$ cat config.mk
export PLATFORM = sky130hd
export DESIGN_NAME = playfair_digram_encrypt_top
export DESIGN_NICKNAME = d
export VERILOG_FILES = /design/src/hw/rtl/pfe_pkg.sv /design/src/hw/rtl/playfair_digram_encrypt_top.sv /design/src/hw/rtl/pfe_pair.sv /design/src/hw/rtl/pfe_encrypt.sv /design/src/hw/rtl/pfe_out.sv
export VERILOG_INCLUDE_DIRS = /design/src /design/src/hw/rtl
export SDC_FILE = /design/constraint.sdc
export NUM_CORES = 1
export LEC_CHECK = 0
export ABC_AREA = 1
export BUFFER_PORTS_ARGS = -buffer_cell sky130_fd_sc_hd__clkbuf_2
export CAP_MARGIN = 20
export CORE_MARGIN = 3
export CORE_UTILIZATION = 55
export DETAILED_ROUTE_END_ITERATION = 16
export MAX_ROUTING_LAYER = met4
export PLACE_DENSITY = 0.7
export SYNTH_ARGS = -nofsm -noshare
export SYNTH_HDL_FRONTEND = slang
export SYNTH_HIERARCHICAL = 1
export SYNTH_SLANG_ARGS = --single-unit
$ cat constraint.sdc
create_clock -name clk_i -period 5.3 [get_ports clk_i]
set_input_delay 0.265 -clock clk_i [delete_from_list [all_inputs] [get_ports clk_i]]
set_output_delay 0.265 -clock clk_i [all_outputs]
set_load 0.02 [all_outputs]
$ cat src/hw/rtl/playfair_digram_encrypt_top_defines.svh
// Assertion helpers shared by the digram encryptor RTL.
`ifndef PLAYFAIR_DIGRAM_ENCRYPT_TOP_DEFINES_SVH
`define PLAYFAIR_DIGRAM_ENCRYPT_TOP_DEFINES_SVH
`ifndef SYNTHESIS
// Check on every clock edge outside reset.
`define PFE_ASSERT(lbl, prop) \
  lbl: assert property (@(posedge clk_i) disable iff (!rst_ni) prop) \
    else $error("pfe assertion failed");
// Check on every clock edge, reset included.
`define PFE_ASSERT_ALWAYS(lbl, prop) \
  lbl: assert property (@(posedge clk_i) prop) \
    else $error("pfe assertion failed");
`else
`define PFE_ASSERT(lbl, prop)
`define PFE_ASSERT_ALWAYS(lbl, prop)
`endif
`endif

$ cat src/hw/rtl/pfe_pkg.sv
package pfe_pkg;

  localparam int unsigned LetterW = 5;
  localparam int unsigned Side    = 5;
  localparam int unsigned RowW    = Side * LetterW;
  localparam int unsigned IdxW    = 3;

  typedef logic [LetterW-1:0] letter_t;
  typedef logic [IdxW-1:0]    idx_t;
  typedef logic [RowW-1:0]    row_t;

  // Square indexed [row][col]; column 0 sits in the low bits of each row.
  typedef logic [Side-1:0][Side-1:0][LetterW-1:0] sq_t;

  localparam letter_t LetterX = letter_t'(23);
  localparam letter_t LetterI = letter_t'(8);
  localparam letter_t LetterJ = letter_t'(9);

  localparam idx_t NumRows = idx_t'(Side);
  localparam idx_t LastIdx = idx_t'(Side - 1);

  localparam row_t SquareRow0Rst = row_t'(4294688);
  localparam row_t SquareRow1Rst = row_t'(10755269);
  localparam row_t SquareRow2Rst = row_t'(16201099);
  localparam row_t SquareRow3Rst = row_t'(21613104);
  localparam row_t SquareRow4Rst = row_t'(27025109);

  typedef struct packed {
    idx_t row;
    idx_t col;
  } pos_t;

  typedef struct packed {
    letter_t first;
    letter_t second;
    logic    last;
    logic    twice;
  } digram_t;

  typedef struct packed {
    letter_t first;
    letter_t second;
    logic    last;
    logic    twice;
  } result_t;

  function automatic idx_t wrap_inc(idx_t v);
    return (v == LastIdx) ? '0 : idx_t'(v + idx_t'(1));
  endfunction

  // Last hit in row-major order; fall back to I (to J when the code is I), then to row 0 col 0.
  function automatic pos_t locate(sq_t sq, letter_t code);
    pos_t    p_main;
    pos_t    p_alt;
    logic    hit_main;
    logic    hit_alt;
    letter_t alt;
    alt      = (code == LetterI) ? LetterJ : LetterI;
    p_main   = '0;
    p_alt    = '0;
    hit_main = 1'b0;
    hit_alt  = 1'b0;
    for (int r = 0; r < Side; r++) begin
      for (int c = 0; c < Side; c++) begin
        if (sq[r][c] == code) begin
          hit_main   = 1'b1;
          p_main.row = idx_t'(r);
          p_main.col = idx_t'(c);
        end
        if (sq[r][c] == alt) begin
          hit_alt   = 1'b1;
          p_alt.row = idx_t'(r);
          p_alt.col = idx_t'(c);
        end
      end
    end
    if (hit_main) begin
      return p_main;
    end else if (hit_alt) begin
      return p_alt;
    end
    return '0;
  endfunction

endpackage

$ cat src/hw/rtl/playfair_digram_encrypt_top.sv
// Playfair digram encryptor.
// Input channel: in_valid_i/in_ready_o move one plaintext letter (A=0..Z=25)
// with end_of_text_i flagging the last letter of a message. Letters are paired
// into digrams; a doubled letter is closed with X, an odd tail padded with X.
// Output channel: out_valid_o/out_ready_i move one cipher digram with
// end_of_output_o set on the final digram of the message.
// Configuration: cfg_we_i writes cfg_data_i into square row cfg_index_i (0..4)
// in the same cycle; write only while no request is in flight.
// A completed digram is held in the pairing register, encrypted combinationally
// and then held in the output register, which presents it to the receiver.
// Throughput: one letter per cycle while the output is not stalled, set by the
// pairing register and the output register each taking a request every cycle;
// a doubled final letter makes the output register present its digram twice.
// Reset: no letter pending, both stages empty, square loaded with the
// standard A..Z (no J) arrangement.
// Stall: the output register holds its digram until taken; the pairing
// register keeps accepting while the output register can drain, then holds.
module playfair_digram_encrypt_top import pfe_pkg::*; (
  input  logic       clk_i,
  input  logic       rst_ni,
  input  logic       cfg_we_i,
  input  logic [2:0] cfg_index_i,
  input  row_t       cfg_data_i,
  input  logic       in_valid_i,
  output logic       in_ready_o,
  input  letter_t    letter_i,
  input  logic       end_of_text_i,
  output logic       out_valid_o,
  input  logic       out_ready_i,
  output letter_t    cipher_first_o,
  output letter_t    cipher_second_o,
  output logic       end_of_output_o
);

  sq_t     square_q;
  logic    dg_valid;
  logic    dg_ready;
  digram_t dg;
  result_t res;

  always_ff @(posedge clk_i or negedge rst_ni) begin
    if (!rst_ni) begin
      square_q[0] <= SquareRow0Rst;
      square_q[1] <= SquareRow1Rst;
      square_q[2] <= SquareRow2Rst;
      square_q[3] <= SquareRow3Rst;
      square_q[4] <= SquareRow4Rst;
    end else if (cfg_we_i && (cfg_index_i < NumRows)) begin
      square_q[cfg_index_i] <= cfg_data_i;
    end
  end

  pfe_pair u_pair (
    .clk_i         (clk_i),
    .rst_ni        (rst_ni),
    .in_valid_i    (in_valid_i),
    .in_ready_o    (in_ready_o),
    .letter_i      (letter_i),
    .end_of_text_i (end_of_text_i),
    .dg_valid_o    (dg_valid),
    .dg_ready_i    (dg_ready),
    .dg_o          (dg)
  );

  pfe_encrypt u_encrypt (
    .sq_i  (square_q),
    .dg_i  (dg),
    .res_o (res)
  );

  pfe_out u_out (
    .clk_i           (clk_i),
    .rst_ni          (rst_ni),
    .res_valid_i     (dg_valid),
    .res_ready_o     (dg_ready),
    .res_i           (res),
    .out_valid_o     (out_valid_o),
    .out_ready_i     (out_ready_i),
    .cipher_first_o  (cipher_first_o),
    .cipher_second_o (cipher_second_o),
    .end_of_output_o (end_of_output_o)
  );

endmodule

$ cat src/hw/rtl/pfe_pair.sv
`include "playfair_digram_encrypt_top_defines.svh"

module pfe_pair import pfe_pkg::*; (
  input  logic    clk_i,
  input  logic    rst_ni,
  input  logic    in_valid_i,
  output logic    in_ready_o,
  input  letter_t letter_i,
  input  logic    end_of_text_i,
  output logic    dg_valid_o,
  input  logic    dg_ready_i,
  output digram_t dg_o
);

  logic    pend_valid_q, pend_valid_d;
  letter_t pend_letter_q, pend_letter_d;
  logic    dg_valid_q, dg_valid_d;
  digram_t dg_q, dg_d;
  logic    accept;
  logic    emit;

  assign in_ready_o = !dg_valid_q || dg_ready_i;
  assign accept     = in_valid_i && in_ready_o;

  always_comb begin
    pend_valid_d  = pend_valid_q;
    pend_letter_d = pend_letter_q;
    emit          = 1'b0;
    dg_d          = dg_q;
    if (accept) begin
      if (!pend_valid_q) begin
        if (end_of_text_i) begin
          emit = 1'b1;
          dg_d = '{first: letter_i, second: LetterX, last: 1'b1, twice: 1'b0};
        end else begin
          pend_valid_d  = 1'b1;
          pend_letter_d = letter_i;
        end
      end else if (pend_letter_q != letter_i) begin
        emit          = 1'b1;
        dg_d          = '{first: pend_letter_q, second: letter_i,
                          last: end_of_text_i, twice: 1'b0};
        pend_valid_d  = 1'b0;
        pend_letter_d = '0;
      end else begin
        // doubled letter: close with X; the repeat opens the next pair, or at end of text the digram is sent twice
        emit = 1'b1;
        dg_d = '{first: pend_letter_q, second: LetterX,
                 last: end_of_text_i, twice: end_of_text_i};
        if (end_of_text_i) begin
          pend_valid_d  = 1'b0;
          pend_letter_d = '0;
        end else begin
          pend_letter_d = letter_i;
        end
      end
    end
  end

  always_comb begin
    dg_valid_d = dg_valid_q;
    if (accept) begin
      dg_valid_d = emit;
    end else if (dg_ready_i) begin
      dg_valid_d = 1'b0;
    end
  end

  always_ff @(posedge clk_i or negedge rst_ni) begin
    if (!rst_ni) begin
      pend_valid_q  <= 1'b0;
      pend_letter_q <= '0;
      dg_valid_q    <= 1'b0;
    end else begin
      pend_valid_q  <= pend_valid_d;
      pend_letter_q <= pend_letter_d;
      dg_valid_q    <= dg_valid_d;
    end
  end

  always_ff @(posedge clk_i) begin
    if (accept && emit) begin
      dg_q <= dg_d;
    end
  end

  assign dg_valid_o = dg_valid_q;
  assign dg_o       = dg_q;

  `PFE_ASSERT(a_pend_drop_on_end, (accept && end_of_text_i) |=> !pend_valid_q)
  `PFE_ASSERT(a_stage_hold, (dg_valid_q && !dg_ready_i) |=> dg_valid_q)

endmodule

$ cat src/hw/rtl/pfe_encrypt.sv
module pfe_encrypt import pfe_pkg::*; (
  input  sq_t     sq_i,
  input  digram_t dg_i,
  output result_t res_o
);

  pos_t    pa;
  pos_t    pb;
  letter_t x;
  letter_t y;

  assign pa = locate(sq_i, dg_i.first);
  assign pb = locate(sq_i, dg_i.second);

  always_comb begin
    if (pa.row == pb.row) begin
      x = sq_i[pa.row][wrap_inc(pa.col)];
      y = sq_i[pb.row][wrap_inc(pb.col)];
    end else if (pa.col == pb.col) begin
      x = sq_i[wrap_inc(pa.row)][pa.col];
      y = sq_i[wrap_inc(pb.row)][pb.col];
    end else begin
      x = sq_i[pa.row][pb.col];
      y = sq_i[pb.row][pa.col];
    end
  end

  assign res_o = '{first: x, second: y, last: dg_i.last, twice: dg_i.twice};

endmodule

$ cat src/hw/rtl/pfe_out.sv
`include "playfair_digram_encrypt_top_defines.svh"

module pfe_out import pfe_pkg::*; (
  input  logic    clk_i,
  input  logic    rst_ni,
  input  logic    res_valid_i,
  output logic    res_ready_o,
  input  result_t res_i,
  output logic    out_valid_o,
  input  logic    out_ready_i,
  output letter_t cipher_first_o,
  output letter_t cipher_second_o,
  output logic    end_of_output_o
);

  logic    out_valid_q, out_valid_d;
  logic    twice_q, twice_d;
  logic    end_q, end_d;
  letter_t first_q;
  letter_t second_q;
  logic    take;

  assign res_ready_o = !out_valid_q || (out_ready_i && !twice_q);
  assign take        = res_valid_i && res_ready_o;

  always_comb begin
    out_valid_d = out_valid_q;
    twice_d     = twice_q;
    end_d       = end_q;
    if (take) begin
      out_valid_d = 1'b1;
      twice_d     = res_i.twice;
      end_d       = res_i.last && !res_i.twice;
    end else if (out_valid_q && out_ready_i) begin
      if (twice_q) begin
        // repeat the digram as the closing request
        twice_d = 1'b0;
        end_d   = 1'b1;
      end else begin
        out_valid_d = 1'b0;
      end
    end
  end

  always_ff @(posedge clk_i or negedge rst_ni) begin
    if (!rst_ni) begin
      out_valid_q <= 1'b0;
      twice_q     <= 1'b0;
      end_q       <= 1'b0;
    end else begin
      out_valid_q <= out_valid_d;
      twice_q     <= twice_d;
      end_q       <= end_d;
    end
  end

  always_ff @(posedge clk_i) begin
    if (take) begin
      first_q  <= res_i.first;
      second_q <= res_i.second;
    end
  end

  assign out_valid_o     = out_valid_q;
  assign cipher_first_o  = first_q;
  assign cipher_second_o = second_q;
  assign end_of_output_o = end_q;

  `PFE_ASSERT_ALWAYS(a_twice_needs_valid, twice_q |-> out_valid_q)
  `PFE_ASSERT_ALWAYS(a_twice_not_end, twice_q |-> !end_q)
  `PFE_ASSERT(a_repeat_is_final, (out_valid_q && out_ready_i && twice_q) |=> (out_valid_q && end_q))

endmodule
==> results.py <==
metrics = {
    "clock_tree": {
        "cts_made_buffers": 17,
        "cts_buffer_depth": 2,
        "cts-root-buf": "clkbuf_16",
        "h-tree-depth": 4,
        "cts_tree": "done",
        "cts.sinks": 157,
        "clk_pin_slew_ns": 0.09,
        "clock_latency_ns": 0.46,
    },
    "cells_and_area": {
        "nets": 2998,
        "nFillCells": 3355,
        "synthToLayoutAreaGrowth_pct": 3.61,
        "antenna_cells": 0,
        "seq_area_mm2": 0.00411,
        "multi_input_area_mm2": 0.0122,
        "drive_gt1_share_pct": 10.5,
    },
    "sta": {
        "layout_setup_ws_ns": 0.249,
        "setup_viol": 0,
        "fin_worst_skew_ns": 0.0253,
        "rsz0062_at_grt": "false",
        "tightest_slew_ns": 1.08,
        "max_clock_freq_mhz": 198,
        "timing.final.hold_violations": 0,
        "finalSetupTns_ns": 0,
        "slew_viol_final": 0,
        "post-route-min-period_ns": 5.05,
        "slew_headroom_pct": 27.8,
        "fin_crit_sh_pct": 95.3,
    },
    "place": {
        "port_buffers": 51,
        "gp_congestion": 1.14,
        "dpl.hpwl_mm": 64.1,
        "place_ws_ns": 0.354,
    },
    "logic_synthesis": {
        "synth_cell_type_count": 64,
        "ys_top_cells_by_area": "nand2_1, dfrtp_1, nand3_1",
        "synth_xor_area_share_pct": 8.72,
        "yosys.area.top_type": "nand2_1",
        "muxShareOfSynthArea_pct": 0,
        "seq_area_frac_synth_pct": 22.2,
        "ys_dominant_reg_cell": "dfrtp_1",
        "syn_area_mm2": 0.0185,
        "synth_fa_ha_area_share_pct": 0.541,
        "synthSimpleGateAreaFrac_pct": 42.3,
        "synthCells": 3050,
        "synth_edf_count": 22,
        "synth_top_family_by_area": "simple AND/OR/NAND/NOR gates",
        "async_flop_share_pct": 86.0,
        "synth_common_cells": "nand2_1, nand3_1, inv_1, o21ai_0, nor2_1",
        "avgSynthCellArea_um2": 6.06,
        "synth_top_area_share_pct": 22.2,
        "syn-num-nets": 3097,
        "yosysMostFrequentCell": "nand2_1",
        "ys_warn_count": 6,
        "synth_compound_area_share_pct": 14.1,
        "synth-seq-cells": 157,
    },
    "worst_setup_path": {
        "cpLargestDelayFamily": "simple AND/OR/NAND/NOR gates",
        "crit_fanout": 18,
        "cp_num_buf_inv": 3,
        "cp.required_ns": 5.53,
        "worstPathArrival_ns": 5.28,
        "cp-end-kind": "flop",
        "crit_top_cell": "nand2_1",
        "crit_type": "reg -> reg",
        "cp-start-kind": "flop",
        "r2r_slack_ns": 0.25,
        "critical_path.max_stage_delay_ns": 0.69,
        "crit_slowest_cell": "dfstp_2",
    },
    "global_route": {
        "overflow": 0,
        "grt_pass1_wl_mm": 127,
        "track_usage_pct": 47.9,
        "first_global_vias": 20400,
        "grt_antenna_before_repair": 0,
        "grt_max_degree": 88,
    },
    "run_status": {
        "status": "complete, no violations",
    },
    "floorplanning": {
        "dieWidth_um": 189,
        "std_cell_rows": 66,
        "boundaryPins": 52,
        "fp.dieH_um": 189,
        "initial_core_util_pct": 56.2,
        "dieArea_mm2": 0.0358,
        "core_area_mm2": 0.0329,
    },
    "worst_hold_path": {
        "hp-class": "in -> reg",
    },
    "detailed_routing": {
        "postRouteAntennaNets": 0,
        "wl_per_cell_um": 25.0,
        "drt-total-wl_mm": 85.3,
        "drcViolationCount": 0,
        "first_iter_violations": 3629,
        "avgViaCountPerCell": 6.56,
        "firstDrtPassIters": 7,
        "via_count": 22300,
    },
    "job": {
        "drv_cap": 0,
    },
}
sequential cells by signal, summed over array words and instances, names as in the netlist:
signal                 cells
square_q                 125
u_out/cipher_first_o       5
u_out/cipher_second_o      5
u_out/end_of_output_o      1
u_out/out_valid_o          1
u_out/twice_q              1
u_pair/dg_o               12
u_pair/dg_valid_o          1
u_pair/pend_letter_q       5
u_pair/pend_valid_q        1
routing by layer:
layer | part of all wire, % | vias to the layer above | global-route usage (%)
met5 | 0 | - | -
li1 | - | 9743 | -
met3 | 14 | 386 | 11.2
met2 | 41 | 1842 | 68.0
met1 | 38 | 10400 | 62.5
met4 | 7.6 | 0 | 27.7
tightest hold or removal path, delay by kind of cell:
family | cells | cell delay [ns]
AND/OR/NAND/NOR | 2 | 0.11
buffers and inverters | 1 | 0.12
per-stage QoR:
step | hold WS [ns] | instances | util, % | instance area [um2]
finish | 0.0477 | 3406 | 58.3 | 19200
global route | 0.0812 | 3406 | 58.3 | 19200
CTS | 0.0349 | 3404 | 58.2 | 19100
detailed placement | 0.355 | 3371 | 56.4 | 18500
global placement | 0.352 | 3370 | 56.3 | 18500
floorplan | -0.0306 | 3050 | - | 18500
area by class of cell:
class	count	share of cell area [%]
Timing Repair Buffer	119	4.62
Tap cell	442	2.89
Multi-Input combinational cell	2431	63.5
Clock inverter	14	0.771
Sequential cell	157	21.4
Clock buffer	18	2.24
Inverter	225	4.51
layout by cell type (no fill, tap or decap), types with 42 or more instances in the layout:
cell type,count
clkbuf_2,50
inv_1,188
buf_4,57
xor2_1,77
nand2_1,1092
dfstp_2,55
nand3_1,382
nor2_1,131
o211ai_1,78
xnor2_1,107
o21ai_1,45
o21ai_0,165
a21oi_1,122
dfrtp_1,80
nor3_1,42
path summary, 6_finish.rpt:
| kind | start | endpoint | cells past startpoint |
|---|---|---|---|
| max reg2reg | square_q[31] | u_out/cipher_first_o[3] | 26 |
| max | square_q[31] | u_out/cipher_first_o[3] | 26 |
| min | cfg_data_i[19] | square_q[94] | 3 |
| min reg2reg | square_q[51] | square_q[51] | 2 |
| min in group asynchronous | rst_ni | u_pair/pend_letter_q[2] | 2 |
| max in group asynchronous | rst_ni | square_q[87] | 3 |
cell families after synthesis:
| group | Yosys count |
|---|---|
| compound gates | 456 |
| xor+xnor | 184 |
| fa+ha+maj | 8 |
| buf+inv | 462 |
| flops | 157 |
| simple gates | 1783 |
repair_timing:
action / CTS / global route
endpoints found under the setup margin: 0 / 7
hold buffers: 1 / 0
endpoints found under the hold margin: 46 / 0
buffers inserted: 0 / 1
gates resized for setup: 0 / 3
Power is left out: the tool's default activity adds up to more than one toggle a clock period on the data nets, which glitch-free logic cannot reach.
